==> config.mk <==
export PLATFORM = sky130hd
export DESIGN_NAME = sfa_sqrt
export DESIGN_NICKNAME = d
export VERILOG_FILES = /design/src/sfa_pkg.sv /design/src/sfa_sqrt.sv
export SDC_FILE = /design/constraint.sdc
export NUM_CORES = 2
export LEC_CHECK = 0
export BUFFER_PORTS_ARGS = -buffer_cell sky130_fd_sc_hd__buf_4
export CAP_MARGIN = 25
export CORE_ASPECT_RATIO = 1.4
export CORE_MARGIN = 2
export CORE_UTILIZATION = 35
export CTS_CLUSTER_SIZE = 24
export DETAILED_ROUTE_END_ITERATION = 12
export MAX_ROUTING_LAYER = met4
export PLACE_DENSITY = 0.58
export SETUP_SLACK_MARGIN = 0.15
export SLEW_MARGIN = 20
export SYNTH_ARGS = -nofsm -noshare
export SYNTH_HDL_FRONTEND = slang
export SYNTH_SLANG_ARGS = --single-unit
==> constraint.sdc <==
create_clock -name clock -period 4.2 [get_ports clock]
set_clock_uncertainty 0.1 [all_clocks]
set_input_delay 0.63 -clock clock [delete_from_list [all_inputs] [get_ports clock]]
set_output_delay 0.63 -clock clock [all_outputs]
set_load 0.005 [all_outputs]
==> src/sfa_pkg.sv <==
package sfa_pkg;

   localparam int FRAC_BITS = 16;

   // Smallest raw distance that is not below 1e-6
   localparam logic [31:0] NEAR_LIMIT =
      32'(((64'd1 << FRAC_BITS) + 64'd999999) / 64'd1000000);

   localparam int SQRT_STAGES = 32;
   localparam int DIV_STAGES  = 31;

   localparam logic [1:0] FUNC_SEEK   = 2'd0;
   localparam logic [1:0] FUNC_FLEE   = 2'd1;
   localparam logic [1:0] FUNC_ARRIVE = 2'd2;
   localparam logic [1:0] FUNC_NONE   = 2'd3;

   localparam logic [1:0] CSR_MAX_SPEED   = 2'd0;
   localparam logic [1:0] CSR_MAX_FORCE   = 2'd1;
   localparam logic [1:0] CSR_SLOW_RADIUS = 2'd2;

   localparam logic [30:0] MAX_SPEED_RESET   = 31'd65536;
   localparam logic [30:0] MAX_FORCE_RESET   = 31'd65536;
   localparam logic [30:0] SLOW_RADIUS_RESET = 31'd131072;

   typedef struct packed {
      logic               valid;
      logic [1:0]         func;
      logic               sx;
      logic               sy;
      logic [31:0]        ux;
      logic [31:0]        uy;
      logic signed [31:0] vx;
      logic signed [31:0] vy;
   } side_a_type;

   typedef struct packed {
      logic               valid;
      logic [1:0]         func;
      logic               sx;
      logic               sy;
      logic [31:0]        ux;
      logic [31:0]        uy;
      logic signed [31:0] vx;
      logic signed [31:0] vy;
      logic [31:0]        span;
      logic               near;
      logic               arr;
   } side_b_type;

   typedef struct packed {
      logic               valid;
      logic               zero;
      logic               near;
      logic               sx;
      logic               sy;
      logic signed [31:0] vx;
      logic signed [31:0] vy;
   } side_c_type;

   typedef struct packed {
      logic               valid;
      logic               zero;
      logic signed [33:0] fx;
      logic signed [33:0] fy;
   } side_d_type;

   typedef struct packed {
      logic               valid;
      logic               zero;
      logic               big;
      logic               sfx;
      logic               sfy;
      logic signed [31:0] fx;
      logic signed [31:0] fy;
      logic [30:0]        ax;
      logic [30:0]        ay;
   } side_e_type;

   typedef struct packed {
      logic               valid;
      logic               zero;
      logic               clamp;
      logic               sfx;
      logic               sfy;
      logic signed [31:0] fx;
      logic signed [31:0] fy;
      logic [30:0]        ax;
      logic [30:0]        ay;
   } side_f_type;

   typedef struct packed {
      logic               valid;
      logic               zero;
      logic               clamp;
      logic               sfx;
      logic               sfy;
      logic signed [31:0] fx;
      logic signed [31:0] fy;
   } side_g_type;

   function automatic logic signed [31:0] sat32(input logic signed [32:0] v);
      logic signed [31:0] r;
      if (v[32] != v[31]) begin
         r = v[32] ? 32'sh8000_0000 : 32'sh7FFF_FFFF;
      end else begin
         r = v[31:0];
      end
      return r;
   endfunction

endpackage

==> src/sfa_sqrt.sv <==
module sfa_sqrt (
   input  logic        clock,
   input  logic        en,
   input  logic [63:0] radicand,
   output logic [31:0] root
);

   logic [63:0] rem_ff  [sfa_pkg::SQRT_STAGES];
   logic [31:0] root_ff [sfa_pkg::SQRT_STAGES];

   for (genvar s = 0; s < sfa_pkg::SQRT_STAGES; s++) begin : g_stage
      localparam int K = sfa_pkg::SQRT_STAGES - 1 - s;
      logic [63:0] rem_prev;
      logic [31:0] root_prev;
      logic [65:0] trial;
      logic [63:0] rem_in;
      logic [31:0] root_in;

      if (s == 0) begin : g_first
         assign rem_prev  = radicand;
         assign root_prev = '0;
      end else begin : g_next
         assign rem_prev  = rem_ff[s-1];
         assign root_prev = root_ff[s-1];
      end

      // (r + 2^k)^2 - r^2 = r * 2^(k+1) + 4^k
      always_comb begin
         trial = ({34'b0, root_prev} << (K + 1)) + (66'd1 << (2 * K));
         if ({2'b0, rem_prev} >= trial) begin
            rem_in  = rem_prev - trial[63:0];
            root_in = root_prev | (32'd1 << K);
         end else begin
            rem_in  = rem_prev;
            root_in = root_prev;
         end
      end

      always_ff @(posedge clock) begin
         if (en) begin
            rem_ff[s]  <= rem_in;
            root_ff[s] <= root_in;
         end
      end
   end

   assign root = root_ff[sfa_pkg::SQRT_STAGES-1];

endmodule

---- Word level (Yosys, flattened, before mapping) ----
Memory sizes are Yosys's and may differ from the RTL's.
Index checks and enable logic that the tools add are counted.
Widths: inputs -> output; s select.
storage, ports and cells
  memory bits (writable) .................. 3072
  output and inout bits ................... 32
  memories ................................ 2
  bits of input ports ..................... 66
  flip-flop bits (word level) ............. 0
operators by class
  multiplexer cells ....................... 66
  $add $sub $neg .......................... 63
  $lt $le $gt $ge ......................... 32
memory list
  memory   depth  width  read ports  clocked after Yosys merged registers in  write ports  RTL line       RTL
  rem_ff   32     64     31          0                                        32           sfa_sqrt.sv:8  logic [63:0] rem_ff [sfa_pkg::SQRT_STAGES];
  root_ff  32     32     32          0                                        32           sfa_sqrt.sv:9  logic [31:0] root_ff [sfa_pkg::SQRT_STAGES];
operator list
  operator                number
  $mux 64                 32
  $add 63x61->64 const B  1
  $ge 64x34->1            1
  $ge 64x35->1            1
  $ge 64x36->1            1
  $ge 64x37->1            1
  $ge 64x38->1            1
  $ge 64x39->1            1
  $ge 64x40->1            1
  $ge 64x41->1            1
  $ge 64x42->1            1
  $ge 64x43->1            1
  $ge 64x44->1            1
  $ge 64x45->1            1
  $ge 64x46->1            1
  $ge 64x47->1            1
  $ge 64x48->1            1
  $ge 64x49->1            1
  $ge 64x50->1            1
  $ge 64x51->1            1
  $ge 64x52->1            1
  $ge 64x53->1            1
  $ge 64x54->1            1
  $ge 64x55->1            1
  other kinds (104)       106

---- Logic depth before layout (Yosys ltp) ----
An unclocked memory read counts as a cell.
  word-level depth ........................ 4
  gate-level depth with buffers ........... 16
  gate-level depth less buffers ........... 13

---- Worst setup path after synthesis ----
No wires, ideal clock.
  kind .................................... register to register
  start ................................... memory rem_ff[29][4] (netlist: rem_ff[1][836])
  end ..................................... memory rem_ff[30][41] (netlist: rem_ff[1][937]) (data pin)
  required time ........................... 3.834 ns
  cell stages (with the launch flop) ...... 13
  library setup time ...................... 0.266 ns
  period minus slack after synthesis ...... 3.722 ns
  slack ................................... 0.478 ns
  arrival ................................. 3.356 ns
  buffers on the path ..................... 1
  path through ............................ edfxtp_1 > ha_1 > o21ai_0 > a211oi_1 > a221o_1 > a31o_2 > a21oi_1 > o31a_1 > or4b_2 > o2111ai_1 > clkbuf_1 > nor3_1 > xor2_1
RTL lines
  element             RTL line
  start: declaration  sfa_sqrt.sv:8

==> metrics <==
Multi-input gate area=0.0416 sq mm; initial antenna violation count=11; clk root buf=clkbuf_16; worst slew pin tran=1.00 ns; final period utilization=96.3%; Critical R2R Capture=rem_ff[1][627]$_DFFE_PP_; Placed Cells=14223; Final WS setup=0.154 ns; RSZ-0062 raised after global routing=true; I/O pin count=98; Slew Limit Fails=0; via count=77034; worst vdd ir=0.352 mV; drt first-iter violations=around 4600; Synth-to-Final Area Change=15.9%; Tmin final=a little over 4 ns; Setup crit end=rem_ff[1][627]$_DFFE_PP_; NumNets Final=approximately 11000; Avg Cell Area, Syn=12.7 sq um; Critical-path top delay cell=a211oi_1; CTS max path bufs=4; kind of critical path=flip-flop to flip-flop; Final Hold Viols=0; FF/Latch Area=about 0.075 sq mm; fraction of final layout cells sized beyond drive strength 1=~11%; critical path, cell by cell=ha_1, and3_1, a211oi_1, nor2_1, a211oi_1, o21ai_0, and4_1, o21ai_0, buf_4, or3_1, nand4_1, xnor2_1; first-pass GRT wire length=between 400000 and 500000 um; length of the first detailed-routing pass in iterations=7; ANT nets after route=0; Worst setup SP type=flip-flop; CP Launch Point=rem_ff[1][535]$_DFFE_PP_; Slew Limit Headroom=32.6%; Worst-Skew Late Latency=0.86 ns; worst flop-to-flop path startpoint=rem_ff[1][535]$_DFFE_PP_; CTS Buf Count=277; # DRC=0; Pwr per Cell Area=548 mW/mm^2; clock sinks=2512; setup-violating endpoint count in the final report=0; status=finished clean; Die ar.=0.347 sq mm; vias in the first global route=about 80000; Crit. path cell count=12; Bufs and invs on worst path=1; Die Y=696 um; CP top delay family=compound AO/OA/AOI/OAI gates; library cells used by synthesis=85; largest area contributor in the netlist=edfxtp_1; die width=499 um; max-cap viol count=0; flops & latches, synth=2512; Main synth FF type=edfxtp_1; estimated wirelength of the detail-placed design=253000 um; LEAKAGE=about 0.052 uW; Min Hold Slack=0.0796 ns; Initial Util=between 30% and 40%; remaining global-route overflow=0; fillers=about 32000; Placement Setup Slack=-0.255 ns; Worst R2R Path Depth=12; Total Routed Length=325000 um; max incr delay on CP=0.53 ns; Yosys warnings=0; share of the synthesized area in the top cell type=62.9%; std cell rows=254; area of the mapped netlist=around 0.12 sq mm; Arr. time, crit path=approximately 4.5 ns; Commonest cells post-synth=2512 x edfxtp_1, 678 x inv_1, 676 x nor2_1, 663 x a21oi_1, 558 x ha_1; Seq/Total Area, Yosys=62.9%; CTS tree=built; IO Port Bufs=97; Synth async-reset ratio=0%; Placer Congestion=just over 0.9; Peak Freq=0.247 GHz; syn_nets=roughly 10000; GRT Util Overall=18.8%; vias per cell=just over 5; CP endpoint kind=flip-flop; Finished Layout Cells=14818; worst hold path class=input pin to flip-flop; Post-Syn Instances=9427; EDFF count, synth=2512; placeable core area=around 0.34 sq mm; H-tree depth=5; Worst Path Max Fanout=5; Clock transition at path regs=0.06 ns; largest net degree at the start of global routing=160; top-count cell post-synth=edfxtp_1; R2R setup slack=about 0.15 ns; detailed-route wire length per cell=22.0 um; largest cells by area after synthesis=edfxtp_1 63%, ha_1 5.8%, xnor2_1 3.5%; total power=approximately 76000 uW; Worst EP required=between 4 and 5 ns
-- stage by stage --
stage	util, %	instance area (sq um)	TNS [ns]
floorplan	-	120000	0
global placement	37.8	129000	-24.02
detailed placement	37.8	129000	-2.47
CTS	40.6	138000	0
global route	40.7	139000	0
finish	40.7	139000	0
-- per-layer routing --
metal	up-vias	track usage, %	wire, um
met5	-	-	0
met4	0	12.4	24800
met3	830	2.23	9540
met2	1715	38.7	192000
met1	37765	15.1	99200
li1	36724	-	-
-- cells by family (layout without fill, tap and decap cells) --
logic type | count (synthesis) | in the layout | synth area share, %
buffers and inverters | 864 | 1733 | 2.73
other | 0 | 42 | 0
XOR/XNOR | 896 | 896 | 6.55
AND/OR/NAND/NOR | 2752 | 2752 | 11.9
flip-flops | 2512 | 2512 | 62.9
adder cells (fa/ha/maj) | 558 | 558 | 5.83
AO/OA/AOI/OAI | 1731 | 1731 | 8.96
multiplexers | 114 | 114 | 1.06
-- sequential cells by signal, summed over array words and instances (netlist names) --
| signal | flops |
|---|---|
| root_ff | 528 |
| rem_ff | 1984 |
-- area by class of cell --
cell class	instances	share of cell area, %
well taps	4480	4.03
flip-flops and latches	2512	54.3
inverters	680	1.84
clock buffers	337	5.24
repair buffers	572	3.49
diodes	42	0.0756
multi-input cells	6051	29.9
clock inverters	144	1.10
-- power breakdown --
group / switching (uW) / internal [uW]
clock: 9880 / 14100
sequential: 2560 / 31900
combinational: 10300 / 7400
total: 22800 / 53400
-- worst min path at each step --
| stage | startpoint | to | slack, ns | depth (start not counted) |
|---|---|---|---|---|
| after CTS | radicand[62] | rem_ff[0][62]$_DFFE_PP_ | 0.02 | 3 |
| after global routing | radicand[62] | rem_ff[0][62]$_DFFE_PP_ | 0.05 | 3 |
| after detailed placement | rem_ff[1][335]$_DFFE_PP_ | rem_ff[1][399]$_DFFE_PP_ | 0.33 | 0 |
| after global placement | rem_ff[0][788]$_DFFE_PP_ | rem_ff[0][852]$_DFFE_PP_ | 0.33 | 0 |
| final | radicand[62] | rem_ff[0][62]$_DFFE_PP_ | 0.08 | 3 |
| after floorplan | rem_ff[0][413]$_DFFE_PP_ | rem_ff[0][477]$_DFFE_PP_ | 0.32 | 0 |
-- worst reg2reg max path, stage by stage (launching register included) --
cell and delay [ns]:
edfxtp_1 0.44, ha_1 0.39, and3_1 0.24, a211oi_1 0.53
nor2_1 0.15, a211oi_1 0.29, o21ai_0 0.23, and4_1 0.31
o21ai_0 0.41, buf_4 0.24, or3_1 0.14, nand4_1 0.12
xnor2_1 0.17
-- cells in the final DEF (no fill, tap or decap), drive strengths merged, types with 53 or more instances in the layout --
| cell | instances |
|---|---|
| edfxtp | 2512 |
| clkbuf | 337 |
| xnor2 | 485 |
| buf | 509 |
| or4 | 65 |
| mux2 | 104 |
| xor2 | 411 |
| nor2b | 84 |
| a21o | 254 |
| nor3 | 255 |
| clkinv | 105 |
| o21a | 90 |
| o21ai | 342 |
| nand4 | 168 |
| ha | 558 |
| nor4 | 344 |
| or2 | 53 |
| nor2 | 676 |
| nand2 | 478 |
| nand3 | 158 |
| dlygate4sd3 | 63 |
| inv | 687 |
| a21oi | 663 |
| or3 | 87 |
| nand2b | 117 |
-- repair_timing --
item	in CTS	in global routing
setup endpoints to repair	84	179
hold buffers	63	0
hold endpoints to repair	63	0
setup buffers	0	8
pin swaps	2	8
gates resized for setup	11	61
gates cloned	0	1
Power figures use the tool's default switching activity.
